File: src/hw/rtl/fbha_pkg.sv
// Shared types, constants and state codes for the fixed block heap allocator.
package fbha_pkg;

    localparam int HEAP_BYTES_DEF  = 2048;
    localparam int BLOCK_BYTES_DEF = 8;
    localparam int BLOCK_COUNT_DEF = HEAP_BYTES_DEF / (BLOCK_BYTES_DEF + 1);

    localparam int OP_W      = 1;
    localparam int BYTES_W   = 11;
    localparam int ADDR_W    = 11;
    localparam int STATUS_W  = 2;
    localparam int BLKNUM_W  = 8;
    localparam int MAP_W     = 8;

    // Shift used for the reciprocal multiply that turns a heap offset into a
    // block number. With offsets below 2^11 and blocks of at most 64 bytes,
    // a 20-bit shift gives the exact quotient.
    localparam int RECIP_SHIFT = 20;

    localparam logic [OP_W-1:0] OP_ALLOC = 1'b0;
    localparam logic [OP_W-1:0] OP_FREE  = 1'b1;

    localparam logic [STATUS_W-1:0] STATUS_OK       = 2'd0;
    localparam logic [STATUS_W-1:0] STATUS_ZERO     = 2'd1;
    localparam logic [STATUS_W-1:0] STATUS_NO_RUN   = 2'd2;
    localparam logic [STATUS_W-1:0] STATUS_BAD_FREE = 2'd3;

    typedef struct packed {
        logic [OP_W-1:0]    operation;
        logic [BYTES_W-1:0] request_bytes;
        logic [ADDR_W-1:0]  release_address;
    } req_t;

    typedef struct packed {
        logic [STATUS_W-1:0] status;
        logic [ADDR_W-1:0]   granted_address;
        logic [BLKNUM_W-1:0] block_number;
    } rsp_t;

    typedef enum logic [2:0] {
        S_IDLE,
        S_SCAN,
        S_COMMIT,
        S_FREE,
        S_RESP
    } state_t;

endpackage

File: src/hw/rtl/fbha_block_map.sv
// Block map memory with one registered read port, one write port and a clear sweep after reset.
module fbha_block_map
    import fbha_pkg::*;
#(
    parameter int  DEPTH = BLOCK_COUNT_DEF,
    localparam int AW    = (DEPTH > 1) ? $clog2(DEPTH) : 1
)
(
    input  logic             clk,
    input  logic             rst_n,
    input  logic             rd_en,
    input  logic [AW-1:0]    rd_addr,
    output logic [MAP_W-1:0] rd_data,
    input  logic             wr_en,
    input  logic [AW-1:0]    wr_addr,
    input  logic [MAP_W-1:0] wr_data,
    output logic             busy
);

    logic [MAP_W-1:0] mem [DEPTH];

    logic [MAP_W-1:0] rd_data_reg;
    logic [AW-1:0]    clr_reg;
    logic [AW-1:0]    clr_next;
    logic             busy_reg;
    logic             busy_next;

    logic             mem_we;
    logic [AW-1:0]    mem_waddr;
    logic [MAP_W-1:0] mem_wdata;

    // The sweep owns the write port until every entry holds zero.
    always_comb
    begin
        mem_we    = wr_en;
        mem_waddr = wr_addr;
        mem_wdata = wr_data;
        clr_next  = clr_reg;
        busy_next = busy_reg;
        if (busy_reg)
        begin
            mem_we    = 1'b1;
            mem_waddr = clr_reg;
            mem_wdata = '0;
            clr_next  = clr_reg + AW'(1);
            if (clr_reg == AW'(DEPTH - 1))
            begin
                busy_next = 1'b0;
            end
        end
    end

    always_ff @(posedge clk or negedge rst_n)
    begin
        if (!rst_n)
        begin
            clr_reg  <= '0;
            busy_reg <= 1'b1;
        end
        else
        begin
            clr_reg  <= clr_next;
            busy_reg <= busy_next;
        end
    end

    always_ff @(posedge clk)
    begin
        if (mem_we)
        begin
            mem[mem_waddr] <= mem_wdata;
        end
    end

    always_ff @(posedge clk)
    begin
        if (rd_en)
        begin
            rd_data_reg <= mem[rd_addr];
        end
    end

    assign rd_data = rd_data_reg;
    assign busy    = busy_reg;

endmodule

File: src/hw/rtl/fixed_block_heap_allocator.sv
// Top level of the first-fit allocator over a heap of fixed-size blocks.
//
// Requests arrive on the req channel (req_valid, req_stall, req) and results
// leave on the rsp channel (rsp_valid, rsp_stall, rsp); one result per item.
// An allocate item scans the block map from block zero, one map entry per
// cycle, skipping over allocated runs by their stored length, and stops at the
// first free run that covers the request. A free item clears the map entry of
// the block that holds the given address.
// The time from accept to rsp_valid of an allocate grows with the number of
// map entries the scan visits. The map memory's single read port, fed back
// through the skip adder, sets the one-entry-per-cycle scan pace.
// One item is in work at a time; req_stall is high while an item is in work.
// The result register lets a new item be accepted while the previous result
// still waits on a stalled receiver; a finished result then waits until the
// output register frees up.
// After reset the map is swept to zero, one entry per cycle, and req_stall
// stays high during the sweep.
module fixed_block_heap_allocator
    import fbha_pkg::*;
#(
    parameter int HEAP_BYTES  = HEAP_BYTES_DEF,
    parameter int BLOCK_BYTES = BLOCK_BYTES_DEF
)
(
    input  logic clk,
    input  logic rst_n,
    input  logic req_valid,
    output logic req_stall,
    input  req_t req,
    output logic rsp_valid,
    input  logic rsp_stall,
    output rsp_t rsp
);

    // The map sits at the bottom of the heap, so the data blocks start at the
    // byte address equal to the block count.
    localparam int BLOCK_COUNT  = HEAP_BYTES / (BLOCK_BYTES + 1);
    localparam int BLK_W        = (BLOCK_COUNT > 1) ? $clog2(BLOCK_COUNT) : 1;
    // The scan position can jump past the end by up to one full map entry.
    localparam int CUR_W        = $clog2(BLOCK_COUNT + (1 << MAP_W));
    localparam int FOUND_W      = BYTES_W;
    localparam int FB_W         = BYTES_W + 1;
    localparam int RECIP_M      = ((1 << RECIP_SHIFT) + BLOCK_BYTES - 1) / BLOCK_BYTES;
    localparam int PROD_W       = 32;

    state_t              state_reg;
    state_t              state_next;
    logic [CUR_W-1:0]    cur_reg;
    logic [CUR_W-1:0]    cur_next;
    logic [BLK_W-1:0]    start_reg;
    logic [BLK_W-1:0]    start_next;
    logic [FOUND_W-1:0]  found_reg;
    logic [FOUND_W-1:0]  found_next;
    logic [FB_W-1:0]     fb_reg;
    logic [FB_W-1:0]     fb_next;
    logic [BYTES_W-1:0]  bytes_reg;
    logic [BYTES_W-1:0]  bytes_next;
    logic [PROD_W-1:0]   prod_reg;
    logic [PROD_W-1:0]   prod_next;
    rsp_t                res_reg;
    rsp_t                res_next;
    rsp_t                rsp_reg;
    rsp_t                rsp_next;
    logic                rsp_valid_reg;
    logic                rsp_valid_next;

    logic                map_rd_en;
    logic [BLK_W-1:0]    map_rd_addr;
    logic [MAP_W-1:0]    map_rd_data;
    logic                map_wr_en;
    logic [BLK_W-1:0]    map_wr_addr;
    logic [MAP_W-1:0]    map_wr_data;
    logic                map_busy;

    logic                req_accept;
    logic                rsp_free;
    logic [CUR_W-1:0]    cur_inc;
    logic [CUR_W-1:0]    cur_skip;
    logic [FB_W-1:0]     fb_inc;
    logic [FOUND_W-1:0]  found_inc;
    logic [ADDR_W-1:0]   free_offset;
    logic                free_below_heap;
    logic [ADDR_W-1:0]   free_quot;
    logic [PROD_W-1:0]   grant_full;

    fbha_block_map #(
        .DEPTH (BLOCK_COUNT)
    ) u_map (
        .clk     (clk),
        .rst_n   (rst_n),
        .rd_en   (map_rd_en),
        .rd_addr (map_rd_addr),
        .rd_data (map_rd_data),
        .wr_en   (map_wr_en),
        .wr_addr (map_wr_addr),
        .wr_data (map_wr_data),
        .busy    (map_busy)
    );

    assign req_stall  = (state_reg != S_IDLE) || map_busy;
    assign req_accept = req_valid && !req_stall;
    assign rsp_free   = !rsp_valid_reg || !rsp_stall;

    // In the scan state the read data always belongs to the entry at cur_reg.
    assign cur_inc   = cur_reg + CUR_W'(1);
    assign cur_skip  = cur_reg + CUR_W'(map_rd_data);
    assign fb_inc    = fb_reg + FB_W'(BLOCK_BYTES);
    assign found_inc = found_reg + FOUND_W'(1);

    // A free address turns into a block number by a reciprocal multiply; the
    // product is registered and the quotient is taken in the next cycle.
    assign free_below_heap = 32'(req.release_address) < 32'(BLOCK_COUNT);
    assign free_offset     = req.release_address - ADDR_W'(BLOCK_COUNT);
    assign free_quot       = prod_reg[RECIP_SHIFT +: ADDR_W];

    assign grant_full = 32'(BLOCK_COUNT) + 32'(start_reg) * 32'(BLOCK_BYTES);

    // Writes to the map happen only in the commit and free states, where no
    // read is issued, and the next item's reads come in later cycles, so no
    // forwarding is needed.
    always_comb
    begin
        state_next     = state_reg;
        cur_next       = cur_reg;
        start_next     = start_reg;
        found_next     = found_reg;
        fb_next        = fb_reg;
        bytes_next     = bytes_reg;
        prod_next      = prod_reg;
        res_next       = res_reg;
        rsp_next       = rsp_reg;
        rsp_valid_next = rsp_valid_reg;
        map_rd_en      = 1'b0;
        map_rd_addr    = '0;
        map_wr_en      = 1'b0;
        map_wr_addr    = '0;
        map_wr_data    = '0;

        if (rsp_valid_reg && !rsp_stall)
        begin
            rsp_valid_next = 1'b0;
        end

        case (state_reg)
            S_IDLE:
            begin
                if (req_accept)
                begin
                    if (req.operation == OP_ALLOC)
                    begin
                        if (req.request_bytes == '0)
                        begin
                            res_next   = '{STATUS_ZERO, '0, '0};
                            state_next = S_RESP;
                        end
                        else
                        begin
                            bytes_next  = req.request_bytes;
                            cur_next    = '0;
                            start_next  = '0;
                            found_next  = '0;
                            fb_next     = '0;
                            map_rd_en   = 1'b1;
                            map_rd_addr = '0;
                            state_next  = S_SCAN;
                        end
                    end
                    else
                    begin
                        if (free_below_heap)
                        begin
                            res_next   = '{STATUS_BAD_FREE, '0, '0};
                            state_next = S_RESP;
                        end
                        else
                        begin
                            prod_next  = PROD_W'(free_offset) * PROD_W'(RECIP_M);
                            state_next = S_FREE;
                        end
                    end
                end
            end

            S_SCAN:
            begin
                if (map_rd_data == '0)
                begin
                    // Free entry: the run grows by one block.
                    found_next = found_inc;
                    fb_next    = fb_inc;
                    cur_next   = cur_inc;
                    if (fb_inc >= FB_W'(bytes_reg))
                    begin
                        state_next = S_COMMIT;
                    end
                    else if (cur_inc >= CUR_W'(BLOCK_COUNT))
                    begin
                        res_next   = '{STATUS_NO_RUN, '0, '0};
                        state_next = S_RESP;
                    end
                    else
                    begin
                        map_rd_en   = 1'b1;
                        map_rd_addr = cur_inc[BLK_W-1:0];
                    end
                end
                else
                begin
                    // Start of an allocation: jump over it and restart the run.
                    found_next = '0;
                    fb_next    = '0;
                    cur_next   = cur_skip;
                    if (cur_skip >= CUR_W'(BLOCK_COUNT))
                    begin
                        res_next   = '{STATUS_NO_RUN, '0, '0};
                        state_next = S_RESP;
                    end
                    else
                    begin
                        start_next  = cur_skip[BLK_W-1:0];
                        map_rd_en   = 1'b1;
                        map_rd_addr = cur_skip[BLK_W-1:0];
                    end
                end
            end

            S_COMMIT:
            begin
                map_wr_en   = 1'b1;
                map_wr_addr = start_reg;
                map_wr_data = found_reg[MAP_W-1:0];
                res_next    = '{STATUS_OK, grant_full[ADDR_W-1:0], BLKNUM_W'(start_reg)};
                state_next  = S_RESP;
            end

            S_FREE:
            begin
                if (32'(free_quot) >= 32'(BLOCK_COUNT))
                begin
                    res_next = '{STATUS_BAD_FREE, '0, '0};
                end
                else
                begin
                    map_wr_en   = 1'b1;
                    map_wr_addr = free_quot[BLK_W-1:0];
                    map_wr_data = '0;
                    res_next    = '{STATUS_OK, '0, BLKNUM_W'(free_quot)};
                end
                state_next = S_RESP;
            end

            S_RESP:
            begin
                if (rsp_free)
                begin
                    rsp_next       = res_reg;
                    rsp_valid_next = 1'b1;
                    state_next     = S_IDLE;
                end
            end

            default:
            begin
                state_next = S_IDLE;
            end
        endcase
    end

    always_ff @(posedge clk or negedge rst_n)
    begin
        if (!rst_n)
        begin
            state_reg     <= S_IDLE;
            rsp_valid_reg <= 1'b0;
        end
        else
        begin
            state_reg     <= state_next;
            rsp_valid_reg <= rsp_valid_next;
        end
    end

    always_ff @(posedge clk)
    begin
        cur_reg   <= cur_next;
        start_reg <= start_next;
        found_reg <= found_next;
        fb_reg    <= fb_next;
        bytes_reg <= bytes_next;
        prod_reg  <= prod_next;
        res_reg   <= res_next;
        rsp_reg   <= rsp_next;
    end

    assign rsp_valid = rsp_valid_reg;
    assign rsp       = rsp_reg;

`ifndef SYNTH
    // The map's read and write ports are never both used by the control logic.
    assert property (@(posedge clk) disable iff (!rst_n)
        map_wr_en |-> !map_rd_en)
        else $error("block map read and write in the same cycle");

    // An accepted item always starts work.
    assert property (@(posedge clk) disable iff (!rst_n)
        req_accept |=> state_reg != S_IDLE)
        else $error("accepted item did not leave idle");

    // While scanning, the entry being examined lies inside the map.
    assert property (@(posedge clk) disable iff (!rst_n)
        state_reg == S_SCAN |-> cur_reg < CUR_W'(BLOCK_COUNT))
        else $error("scan position beyond the last block");

    // A commit follows a scan that found a nonempty run.
    assert property (@(posedge clk) disable iff (!rst_n)
        state_reg == S_COMMIT |-> ($past(state_reg) == S_SCAN && found_reg != '0))
        else $error("commit without a completed scan");
`endif

endmodule
File: config.mk
export PLATFORM = sky130hd
export DESIGN_NAME = fixed_block_heap_allocator
export DESIGN_NICKNAME = d
export VERILOG_FILES = /design/src/hw/rtl/fbha_pkg.sv /design/src/hw/rtl/fbha_block_map.sv /design/src/hw/rtl/fixed_block_heap_allocator.sv
export SDC_FILE = /design/constraint.sdc
export NUM_CORES = 2
export LEC_CHECK = 0
export ABC_AREA = 0
export BUFFER_PORTS_ARGS = -buffer_cell sky130_fd_sc_hd__buf_2
export CORE_UTILIZATION = 55
export DETAILED_ROUTE_END_ITERATION = 10
export GPL_ROUTABILITY_DRIVEN = 0
export PLACE_DENSITY = 0.71
export SLEW_MARGIN = 20
export SYNTH_ARGS = -nofsm -noshare
export SYNTH_HDL_FRONTEND = slang
export SYNTH_HIERARCHICAL = 1
export SYNTH_SLANG_ARGS = --single-unit
export TNS_END_PERCENT = 50
File: constraint.sdc
create_clock -name clk -period 12.4 [get_ports clk]
set_input_delay 1.86 -clock clk [delete_from_list [all_inputs] [get_ports clk]]
set_output_delay 1.86 -clock clk [all_outputs]
set_load 0.005 [all_outputs]
==> results summary <==
In this run the worst path has a maximum fanout of 136. The area of the die is between 100000 and 150000 sq um. The remaining antenna violation count after routing came out at 0. The source of the worst register-to-register timing path is fb_reg[3]. The fraction of the core area covered by cells at the end of the flow came out at 0.615. The worst IR drop on VDD is 0.171 mV. The number of setup buffers added after CTS is 0.

The slew at the pin with the worst max-slew slack came out at 1.26 ns. The half-perimeter wire length of the detailed placement result is 103000 um. In the layout the commonest cells are sky130_fd_sc_hd__edfxtp_1 (1915), sky130_fd_sc_hd__mux4_2 (456), sky130_fd_sc_hd__nor2_1 (287). In the final layout, the share of cells above drive strength 1 is 0.224.

Measured along the x axis, the die boundary spans about 370 um. The areal power density over the cells came out at about 200 nW/um^2. Before CTS, the worst setup slack after placement is 5.31 ns.

The proportion of synthesized chip area in sequential cells is 0.756. The worst setup path is launched from a register. TritonCTS built the clock tree.

The number of standard cells in the final layout excluding fillers is 5837. The part of the cycle the worst path needs came out at 0.572. The count of mapped cells out of synthesis came out at 3793. The total wire length after detailed routing came out at 175000 um. The share of async-settable or async-resettable flops after synthesis is 0.00674. The area of all placed cells without fillers is about 85000 sq um. Setup violations remaining at the end of the flow were counted as 0. The starting density of the core is 0.555. The remaining global-route overflow is 0. Counting tap cells, the placed design contains a total of approximately 5.5k instances. The total number of yosys warnings is 6.

Across the run, the number of max-cap violations was 0. The number of optimization iterations in the first detailed-route pass is 6. The number of hold violations in the final report is 0. The type of the worst setup path is register to register. The setup TNS is 0 ns. The signal on the critical path passes through ha_1, xor2_1, ha_1, a21o_1, a211oi_1, a21oi_1, a41oi_1, nand2_1, o22ai_4, buf_12, buf_4, mux4_2, mux4_2, nand2_1, nand3_1, a211oi_1, o211ai_1. The detailed-route vias per instance came out at approximately 6.4. The via count came out at about 38k. The clock tree synthesis step divided the H-tree into 4 levels. The number of global-route vias before repair is 37.3k. Summing all placed instances gives a cell area of 78700 sq um. The commonest register cell after synthesis is sky130_fd_sc_hd__edfxtp_1. The post-synthesis net count came out at 3844. The tightest min-delay check is of the register to register type.

Entering global routing, the biggest net connects 137 pins. At the later pin of the worst-skew pair, clock insertion delay measures roughly 0.83 ns. In this run the count of I/O pins placed on the die edge is 50.

The analysis attributes to cell leakage a power of between 20 and 30 nW. The required time of the critical path is roughly 13 ns. The netlist area before placement came out at 76500 sq um. The startpoint of the worst hold path is res_reg[9]. The kind of cell with the highest combined delay on the critical path is compound AO/OA/AOI/OAI gates. The highest clock frequency the design can meet came out at 0.141 GHz. Setup repair after global routing left no endpoint under its margin. The vertical extent of the die came out at 375 um. In this run, synthesis inferred 1915 flip-flops with an integrated enable. Port buffering added 48 buffers. The endpoint kind of the worst setup timing path is a register. The register with the most flip-flops in the layout has 1816 of them. The total of hold buffers inserted after clock tree synthesis is 0. The highest-delay cell along the critical path is sky130_fd_sc_hd__a211oi_1.

The depth of the most critical reg-to-reg path is 17. The number of resized instances in the post-cts repair step is 0. The most frequent standard cell in the layout excluding fill and tap cells is sky130_fd_sc_hd__edfxtp_1. The number of nets in the final layout came out at between 3k and 4k. The highest cell delay on the worst timing path came out at 0.86 ns. The most critical setup path has its startpoint at fb_reg[3]. The critical path depth came out at 17. The average detailed-routed wire length per instance came out at 30.1 um. The initial antenna violation count came out at 6. The hold path depth is 0. The count of buffering cells on the critical path with inverters included is 2.

TritonCTS created ~190 clock buffers. The mean area per synthesized cell is 20.2 sq um. The synthesized netlist contains 76 unique library cells.

The core footprint is 138000 sq um. The count of final max-slew check failures is 0. The tree is rooted in a sky130_fd_sc_hd__clkbuf_16. The number of buffers between clock root and the deepest sink is 3. The area overhead of the layout relative to synthesis is 10.8%. The worst-case setup margin in the final layout came out at approximately 5.3 ns. The iteration-0 DRC count of the detailed router came out at 4413. The clock skew is 0.0303 ns. Across every metal layer, demand over resource in global routing totals 0.252. The clock transition at the registers of the reported paths is 0.06 ns.

The post-route DRC violation count is 0. The clock sink count is 1928. The floorplan has 136 rows.

The first-pass GRT wire length came out at between 200000 and 300000 um. The post-synthesis sequential element count came out at 1928. The normalized max-slew margin is 0.153. The arrival time reported for the critical path endpoint is about 7.6 ns. The flow ran to the end, and the final reports show no timing, DRC or antenna violations. Subtracting the final worst setup slack from the clock period gives 7.09 ns.
[report_power, final]
| group | total (mW) | internal (mW) | switching (mW) |
|---|---|---|---|
| logic | 3.55 | 1.34 | 2.21 |
| clock network | 5.60 | 3.22 | 2.38 |
| registers | 7.66 | 7.55 | 0.104 |
| total | 16.8 | 12.1 | 4.70 |
[cell families (layout without fill, tap and decap cells)]
| logic type | after synthesis | after routing | synth area share |
|---|---|---|---|
| AO/OA/AOI/OAI | 320 | 320 | 0.0298 |
| XOR/XNOR | 42 | 42 | 0.00481 |
| adder cells (fa/ha/maj) | 24 | 24 | 0.00402 |
| buffers and inverters | 256 | 505 | 0.0164 |
| flip-flops | 1928 | 1928 | 0.756 |
| multiplexers | 597 | 597 | 0.153 |
| other | 1 | 2 | 0.0000490 |
| AND/OR/NAND/NOR | 625 | 625 | 0.0361 |
[path summary, 6_finish.rpt]
kind / endpoint / slack [ns]
worst min-delay path: rsp[9] / 0.42
min in group asynchronous: rsp_valid / 0.95
worst min register to register: rsp[9] / 0.42
max in group asynchronous: u_map/busy / 11.15
worst max-delay path: u_map/rd_data[7] / 5.31
worst max register to register: u_map/rd_data[7] / 5.31
[through the flow]
stage	hold WS [ns]	power [mW]
after floorplan	0.400	10.2
after global placement	0.402	11.3
after detailed placement	0.405	11.3
after CTS	0.414	16.9
after global routing	0.422	17.3
final	0.416	16.8
[final cells by class]
class / instances / area (sq um)
inverter: 41 / 159
tap: 1794 / 2240
clock inverter: 116 / 1170
sequential: 1928 / 57800
timing repair buffer: 119 / 908
multi-input combinational: 1609 / 17600
fill: 9345 / 53000
antenna: 1 / 2.50
clock buffer: 229 / 4880
[synth_stat cells, types with 29 or more instances]
| master | instances | area share |
|---|---|---|
| sky130_fd_sc_hd__nor2_1 | 295 | 0.014 |
| sky130_fd_sc_hd__mux2i_1 | 119 | 0.016 |
| sky130_fd_sc_hd__nor2b_1 | 31 | 0.0025 |
| sky130_fd_sc_hd__edfxtp_1 | 1915 | 0.75 |
| sky130_fd_sc_hd__a21oi_1 | 42 | 0.0027 |
| sky130_fd_sc_hd__inv_1 | 39 | 0.0019 |
| sky130_fd_sc_hd__a211oi_1 | 29 | 0.0028 |
| sky130_fd_sc_hd__clkbuf_1 | 90 | 0.0044 |
| sky130_fd_sc_hd__o21ai_0 | 50 | 0.0033 |
| sky130_fd_sc_hd__nand2_1 | 128 | 0.0063 |
| sky130_fd_sc_hd__buf_2 | 53 | 0.0035 |
| sky130_fd_sc_hd__nand3_1 | 73 | 0.0048 |
| sky130_fd_sc_hd__o22ai_1 | 32 | 0.0026 |
| sky130_fd_sc_hd__mux4_2 | 456 | 0.13 |
[layer usage]
metal | up-vias | wire length [um] | global-route usage
met5 | - | 48 | 0
met4 | 8 | 5840 | 0.0827
met3 | 324 | 17000 | 0.0521
met2 | 1950 | 83900 | 0.397
met1 | 19500 | 68600 | 0.357
li1 | 15800 | - | -
No activity file was read; power rests on OpenSTA's default activity.
